### config.mk
export PLATFORM = sky130hd
export DESIGN_NAME = earliest_free_machine_scheduler_flat
export DESIGN_NICKNAME = d
export VERILOG_FILES = /design/src/rtl/efms_pkg.sv /design/src/rtl/efms_job_if.sv /design/src/rtl/efms_res_if.sv /design/src/rtl/efms_min_tree.sv /design/src/rtl/earliest_free_machine_scheduler.sv /design/src/flat_wrapper.sv
export SDC_FILE = /design/constraint.sdc
export NUM_CORES = 2
export LEC_CHECK = 0
export BUFFER_PORTS_ARGS = -buffer_cell sky130_fd_sc_hd__buf_2
export CAP_MARGIN = 10
export CORE_ASPECT_RATIO = 2
export CORE_MARGIN = 4
export CORE_UTILIZATION = 30
export DETAILED_ROUTE_END_ITERATION = 16
export PLACE_DENSITY_LB_ADDON = 0.2
export REMOVE_ABC_BUFFERS = 1
export SLEW_MARGIN = 20
export SYNTH_ARGS = -nofsm -noshare
export SYNTH_HDL_FRONTEND = slang
export SYNTH_SLANG_ARGS = --single-unit
### constraint.sdc
create_clock -name i_clk -period 29.1 [get_ports i_clk]
set_input_delay 5.82 -clock i_clk [delete_from_list [all_inputs] [get_ports i_clk]]
set_output_delay 5.82 -clock i_clk [all_outputs]
set_load 0.02 [all_outputs]
### src/rtl/efms_pkg.sv
// Shared widths and constants for the earliest-free-machine scheduler.
`timescale 1ns / 1ps

package efms_pkg;

    localparam int MACHINES  = 16;
    localparam int TIME_W    = 32;
    localparam int DUR_W     = 16;
    localparam int MIDX_W    = 4;
    localparam int ACT_W     = 5;

    localparam logic [ACT_W-1:0]  ACTIVE_RESET = 5'd16;
    localparam logic [TIME_W-1:0] TIME_MAX     = {TIME_W{1'b1}};

    typedef logic [TIME_W-1:0] t_time;
    typedef logic [DUR_W-1:0]  t_dur;
    typedef logic [MIDX_W-1:0] t_midx;
    typedef logic [ACT_W-1:0]  t_active;

endpackage

### src/rtl/efms_job_if.sv
// Job channel: valid/ready handshake with duration and batch-start flag.
`timescale 1ns / 1ps

interface efms_job_if;
    logic          valid;
    logic          ready;
    efms_pkg::t_dur job_duration;
    logic          new_batch;

    modport source (output valid, output job_duration, output new_batch, input ready);
    modport sink   (input valid, input job_duration, input new_batch, output ready);
endinterface

### src/rtl/efms_res_if.sv
// Result channel: valid/ready handshake with completion time, makespan and machine.
`timescale 1ns / 1ps

interface efms_res_if;
    logic            valid;
    logic            ready;
    efms_pkg::t_time completion_time;
    efms_pkg::t_time makespan;
    efms_pkg::t_midx machine_index;

    modport source (output valid, output completion_time, output makespan,
                    output machine_index, input ready);
    modport sink   (input valid, input completion_time, input makespan,
                    input machine_index, output ready);
endinterface

### src/rtl/efms_min_tree.sv
// Compare tree that finds the earliest free time among enabled machines.
`timescale 1ns / 1ps

module efms_min_tree #(
    parameter int N     = efms_pkg::MACHINES,
    parameter int IDX_W = (N > 1) ? $clog2(N) : 1
) (
    input  efms_pkg::t_time    i_times [N],
    input  logic [N-1:0]       i_enable,
    output efms_pkg::t_time    o_min_time,
    output logic [IDX_W-1:0]   o_min_idx
);

    localparam int LEAVES = 2 ** IDX_W;
    localparam int NODES  = 2 * LEAVES - 1;
    localparam int KEY_W  = efms_pkg::TIME_W + 1;

    // key MSB set marks a disabled or padding leaf, so it always loses
    logic [KEY_W-1:0] key [NODES];
    logic [IDX_W-1:0] idx [NODES];

    always_comb begin
        for (int j = 0; j < LEAVES; j++) begin
            if (j < N) begin
                key[LEAVES-1+j] = {~i_enable[j], i_times[j]};
            end else begin
                key[LEAVES-1+j] = {1'b1, efms_pkg::TIME_MAX};
            end
            idx[LEAVES-1+j] = IDX_W'(j);
        end
        // left child holds lower indices: take right only when strictly smaller
        for (int n = LEAVES - 2; n >= 0; n--) begin
            if (key[2*n+2] < key[2*n+1]) begin
                key[n] = key[2*n+2];
                idx[n] = idx[2*n+2];
            end else begin
                key[n] = key[2*n+1];
                idx[n] = idx[2*n+1];
            end
        end
    end

    assign o_min_time = key[0][efms_pkg::TIME_W-1:0];
    assign o_min_idx  = idx[0];

endmodule

### src/rtl/earliest_free_machine_scheduler.sv
// Top level of the earliest-free-machine list scheduler.
`timescale 1ns / 1ps

// Assigns each job to the enabled machine with the earliest free time (lowest
// index on ties) and returns its saturating completion time, the batch makespan
// and the chosen machine. One job is taken per cycle, back to back, while
// results are accepted: a job sits in an input register, then a compare tree
// over the machine free times plus one 32-bit saturating add produce the result
// register and update the chosen machine's free time at the same edge, so the
// next job sees the updated state. While a finished result waits, one more job
// can be taken into an empty input register, where it is held until the result
// is accepted. active_machines (0 acts as 1, values above MACHINES act as
// MACHINES) may be written only while the block is idle.
module earliest_free_machine_scheduler #(
    parameter int MACHINES = efms_pkg::MACHINES
) (
    input  logic                    i_clk,
    input  logic                    i_rst_n,
    input  logic                    i_cfg_we,
    input  efms_pkg::t_active       i_cfg_wdata,
    efms_job_if.sink                i_job,
    efms_res_if.source              o_res
);

    localparam int IDX_W = (MACHINES > 1) ? $clog2(MACHINES) : 1;

    logic              r_in_valid;
    efms_pkg::t_dur    r_in_dur;
    logic              r_in_batch;
    logic              r_out_valid;
    efms_pkg::t_time   r_out_done;
    efms_pkg::t_time   r_out_span;
    efms_pkg::t_midx   r_out_midx;
    efms_pkg::t_active r_active;
    efms_pkg::t_time   r_free [MACHINES];
    efms_pkg::t_time   r_makespan;

    efms_pkg::t_time   n_free [MACHINES];
    efms_pkg::t_time   n_makespan;
    efms_pkg::t_time   eff_times [MACHINES];
    logic [MACHINES-1:0] enable;
    efms_pkg::t_time   min_time;
    logic [IDX_W-1:0]  min_idx;
    logic [IDX_W+3:0]  min_idx_ext;
    logic [efms_pkg::TIME_W:0] sum;
    efms_pkg::t_time   done;
    efms_pkg::t_time   span_base;
    logic              advance;
    logic              take;

    assign advance     = r_in_valid && (!r_out_valid || o_res.ready);
    assign i_job.ready = !r_in_valid || advance;
    assign take        = i_job.valid && i_job.ready;

    // a new batch sees every machine as free at time zero
    always_comb begin
        for (int i = 0; i < MACHINES; i++) begin
            eff_times[i] = r_in_batch ? '0 : r_free[i];
            enable[i]    = (i == 0) || (32'(i) < 32'(r_active));
        end
    end

    efms_min_tree #(
        .N     (MACHINES),
        .IDX_W (IDX_W)
    ) u_min_tree (
        .i_times    (eff_times),
        .i_enable   (enable),
        .o_min_time (min_time),
        .o_min_idx  (min_idx)
    );

    assign sum         = {1'b0, min_time} + (efms_pkg::TIME_W + 1)'(r_in_dur);
    assign done        = sum[efms_pkg::TIME_W] ? efms_pkg::TIME_MAX
                                               : sum[efms_pkg::TIME_W-1:0];
    assign span_base   = r_in_batch ? '0 : r_makespan;
    assign n_makespan  = (done > span_base) ? done : span_base;
    assign min_idx_ext = {4'b0, min_idx};

    always_comb begin
        for (int i = 0; i < MACHINES; i++) begin
            if (IDX_W'(i) == min_idx) begin
                n_free[i] = done;
            end else begin
                n_free[i] = eff_times[i];
            end
        end
    end

    always_ff @(posedge i_clk) begin
        if (!i_rst_n) begin
            r_in_valid  <= 1'b0;
            r_out_valid <= 1'b0;
            r_active    <= efms_pkg::ACTIVE_RESET;
            r_makespan  <= '0;
            for (int i = 0; i < MACHINES; i++) begin
                r_free[i] <= '0;
            end
        end else begin
            if (i_cfg_we) begin
                r_active <= i_cfg_wdata;
            end
            if (take) begin
                r_in_valid <= 1'b1;
            end else if (advance) begin
                r_in_valid <= 1'b0;
            end
            if (advance) begin
                r_out_valid <= 1'b1;
                r_makespan  <= n_makespan;
                for (int i = 0; i < MACHINES; i++) begin
                    r_free[i] <= n_free[i];
                end
            end else if (o_res.ready) begin
                r_out_valid <= 1'b0;
            end
        end
    end

    // payload registers: hold until the next transfer
    always_ff @(posedge i_clk) begin
        if (take) begin
            r_in_dur   <= i_job.job_duration;
            r_in_batch <= i_job.new_batch;
        end
        if (advance) begin
            r_out_done <= done;
            r_out_span <= n_makespan;
            r_out_midx <= min_idx_ext[3:0];
        end
    end

    assign o_res.valid           = r_out_valid;
    assign o_res.completion_time = r_out_done;
    assign o_res.makespan        = r_out_span;
    assign o_res.machine_index   = r_out_midx;

endmodule
### src/flat_wrapper.sv
// flat-port wrapper written by rule: the top's interface ports become plain ports
module earliest_free_machine_scheduler_flat 
#(
    parameter int MACHINES = efms_pkg::MACHINES
)
  (i_clk, i_rst_n, i_cfg_we, i_cfg_wdata, i_job_valid, i_job_job_duration, i_job_new_batch, i_job_ready, o_res_valid, o_res_completion_time, o_res_makespan, o_res_machine_index, o_res_ready);
  efms_job_if i_job_i ();
  efms_res_if o_res_i ();
  input  logic i_clk;
  input  logic i_rst_n;
  input  logic i_cfg_we;
  input  efms_pkg::t_active i_cfg_wdata;
  input wire logic [$bits(i_job_i.valid)-1:0] i_job_valid;
  input wire logic [$bits(i_job_i.job_duration)-1:0] i_job_job_duration;
  input wire logic [$bits(i_job_i.new_batch)-1:0] i_job_new_batch;
  output wire logic [$bits(i_job_i.ready)-1:0] i_job_ready;
  output wire logic [$bits(o_res_i.valid)-1:0] o_res_valid;
  output wire logic [$bits(o_res_i.completion_time)-1:0] o_res_completion_time;
  output wire logic [$bits(o_res_i.makespan)-1:0] o_res_makespan;
  output wire logic [$bits(o_res_i.machine_index)-1:0] o_res_machine_index;
  input wire logic [$bits(o_res_i.ready)-1:0] o_res_ready;
  assign i_job_i.valid = i_job_valid;
  assign i_job_i.job_duration = i_job_job_duration;
  assign i_job_i.new_batch = i_job_new_batch;
  assign i_job_ready = i_job_i.ready;
  assign o_res_valid = o_res_i.valid;
  assign o_res_completion_time = o_res_i.completion_time;
  assign o_res_makespan = o_res_i.makespan;
  assign o_res_machine_index = o_res_i.machine_index;
  assign o_res_i.ready = o_res_ready;
  earliest_free_machine_scheduler #(.MACHINES(MACHINES)) u_core (.i_clk(i_clk), .i_rst_n(i_rst_n), .i_cfg_we(i_cfg_we), .i_cfg_wdata(i_cfg_wdata), .i_job(i_job_i), .o_res(o_res_i));
endmodule
==> run_results.csv <==
group,metric,value,unit
outcome,status,"completed",
setup_path,wp_data_arrival,24.04,ns
finish,layout.cells.most_common_list,"744 x sky130_fd_sc_hd__nand2_1, 666 x sky130_fd_sc_hd__a21oi_1, 597 x sky130_fd_sc_hd__edfxtp_1",
finish,layout.cells.most_common,"sky130_fd_sc_hd__nand2_1",
die,core_area,165300,sq um
setup_path,worst-path-stages,76,
setup_path,crit_path_end_kind,"register",
die,dieHeight,584.9,um
synth,syn-mean-instance-area,8.692,sq um
global_route,grt_util_all_layers,0.2469,
synth,synthesis.yosys.warnings,0,
finish,nets,6192,
cts,cts_hold_buffers,0,
setup_path,critical_path_required,29.72,ns
sta,clock.fmax,0.04269,GHz
setup_path,crit_type,"register to register",
die,die_width,296.5,um
setup_path,critical_path.endpoint,"u_core.r_makespan[3]$_SDFFE_PN0P_",
global_route,overflow,0,
finish,area_growth_syn_to_layout,10.02,%
cts,cts_setup_buffers,0,
finish,fillCellCount,17180,
cts,worstSkewPairLatency,0.69,ns
placement,routabilityCongestion,0.9924,
sta,setup_viol,0,
setup_path,critical_path.startpoint_type,"register",
synth,seq_total_area_yosys,0.3747,
sta,unrepaired_setup_endpoints_after_global_routing,"no",
setup_path,rr_startpoint,"u_core.r_in_batch$_DFFE_PP_",
die,die_area,173400,sq um
sta,hold_ws,0.4678,ns
setup_path,cp_slowest_cell,"sky130_fd_sc_hd__nor4_1",
routing,vias_per_cell,5.524,
routing,drt_first_iter_violations,3305,
synth,ys_ff_latch,636,
setup_path,crit_top_cell,"sky130_fd_sc_hd__o21a_1",
setup_path,timing.critical_path.from,"u_core.r_in_batch$_DFFE_PP_",
setup_path,timing.critical_path.fanout_max,95,
sta,hold_viol_final,0,
die,num_rows,211,
sta,final_min_period_over_clock_period,0.8050,
run,cap_viol_max_count,0,
cts,root_buffer_selected_by_cts,"sky130_fd_sc_hd__clkbuf_16",
worst_hold_path,min-delay-start,"u_core.r_makespan[31]$_SDFFE_PN0P_",
routing,remaining_drc_errors,0,
synth,synthArstFlopShare,0,
cts,post_cts.resized_instances,0,
die,floorplan.initialDensity,0.3021,
cts,cts_buffer_depth,3,
routing,final_ant_viol_nets,0,
synth,post_synth_instance_area,49930,sq um
cts,htree_levels,3,
cts,path_clk_slew,0.07,ns
setup_path,critPathBufInv,11,
sta,report.final.slew_viol_count,0,
global_route,first_global_vias,42830,
routing,drtPass1Iterations,8,
synth,synthDistinctLibCells,100,
placement,number_of_buffers_added_on_ports,96,
synth,synth_edf_count,597,
synth,synth_flop_cell,"sky130_fd_sc_hd__edfxtp_1",
sta,worst_slew_pin_slew,1.211,ns
synth,synth_cells,5744,
global_route,grt_max_degree,156,
routing,vias,43350,
sta,maxSlewHeadroom,0.1890,
global_route,grt_first_pass_wirelength,307600,um
setup_path,critical_path.max_stage_delay,0.97,ns
finish,final_layout_size_suffix_gt1_frac,0.09500,
setup_path,worst-r2r-cell-count,76,
setup_path,critPathTopFamily,"compound AO/OA/AOI/OAI gates",
cts,cts_sinks,636,
cts,cts-buffers-inserted,71,
setup_path,worst_reg_to_reg_setup_slack,5.68,ns
worst_hold_path,worstHoldPathType,"register to register",
sta,layout_min_cycle_time,23.42,ns
cts,cts_tree,"yes",
routing,wirelength,220000,um
die,top_level_ports,97,
routing,routedWlPerCell,28.03,um
sta,finalClockSkew,0.03606,ns
placement,dp_hpwl,161800,um
global_route,antenna_found_initial,6,
setup_path,regToRegEndpoint,"u_core.r_makespan[3]$_SDFFE_PN0P_",
==> how the worst min path moves through the flow <==
| stage | to | slack, ns | cells after the start |
|---|---|---|---|
| after global placement | u_core.r_makespan[31]$_SDFFE_PN0P_ | 0.45 | 1 |
| after CTS | u_core.r_makespan[31]$_SDFFE_PN0P_ | 0.47 | 1 |
| after global routing | u_core.r_makespan[20]$_SDFFE_PN0P_ | 0.48 | 1 |
| final | u_core.r_makespan[31]$_SDFFE_PN0P_ | 0.47 | 1 |
| after detailed placement | u_core.r_makespan[31]$_SDFFE_PN0P_ | 0.45 | 1 |
| after floorplan | u_core.r_makespan[19]$_SDFFE_PN0P_ | 0.43 | 1 |
==> cells in the mapped netlist (104+ instances only) <==
cell type                  count  area (sq um)
sky130_fd_sc_hd__mux2i_1     177          1772
sky130_fd_sc_hd__nand2_1     748          2808
sky130_fd_sc_hd__nor2_1      569          2136
sky130_fd_sc_hd__ha_1        514          6431
sky130_fd_sc_hd__inv_1       234         878.3
sky130_fd_sc_hd__a21oi_1     668          3343
sky130_fd_sc_hd__nand4_1     104         650.6
sky130_fd_sc_hd__edfxtp_1    597         17930
sky130_fd_sc_hd__clkbuf_1    264         991.0
sky130_fd_sc_hd__o21ai_0     382          1912
sky130_fd_sc_hd__nor2b_1     367          2296
==> layer usage <==
| metal | up-vias | routed length (um) | GRT usage |
|---|---|---|---|
| met5 | - | 0 | 0 |
| met4 | 0 | 22340 | 0.2056 |
| met3 | 516 | 7772 | 0.02192 |
| met2 | 1213 | 115100 | 0.4599 |
| met1 | 21060 | 74750 | 0.2449 |
| li1 | 20560 | - | - |
==> cells by family (layout without fill, tap and decap cells) <==
| family | after synthesis | in the layout | share of synthesized area |
|---|---|---|---|
| and+or+nand+nor | 2094 | 2094 | 0.1960 |
| AOI/OAI and AO/OA | 1608 | 1608 | 0.1946 |
| DFF | 636 | 636 | 0.3747 |
| buffers and inverters | 621 | 582 | 0.05055 |
| adders and majority gates | 515 | 515 | 0.1292 |
| muxes | 237 | 237 | 0.04929 |
| xor gates and xnor gates | 32 | 32 | 0.005614 |
| other | 1 | 13 | 0.00007511 |
==> final cells by class <==
| cell class | count | area [sq um] | share of cell area |
|---|---|---|---|
| multi-input combinational | 4487 | 28980 | 0.5276 |
| sequential | 636 | 18710 | 0.3406 |
| tap | 2130 | 2665 | 0.04852 |
| clock buffer | 88 | 1892 | 0.03444 |
| timing repair buffer | 206 | 1369 | 0.02492 |
| inverter | 248 | 942.2 | 0.01715 |
| clock inverter | 40 | 344.1 | 0.006264 |
| antenna | 12 | 30.03 | 0.0005467 |
==> flip-flops by register name, summed over array words and instances, names as in the netlist, 4 cells and up <==
name and cells:
u_core.r_free 512, u_core.o_res.completion_time 32, u_core.o_res.makespan 32, u_core.r_makespan 32, u_core.r_in_dur 16, u_core.r_active 5
u_core.o_res.machine_index 4
==> per-stage QoR <==
stage            util  std cells  setup slack [ns]  setup TNS, ns  cell area (sq um)
3_5_place_dp   0.3187       7707             5.626              0              52660
5_1_grt        0.3323       7845             4.383              0              54930
4_1_cts        0.3322       7835             5.550              0              54900
6_report       0.3324       7847             5.676              0              54930
3_3_place_gp   0.3186       7707             5.640              0              52650
2_1_floorplan       -       5371            -7.359       -2278.50              48330
Power is left out: the tool's default activity adds up to more than one toggle a clock period on the data nets, which glitch-free logic cannot reach.
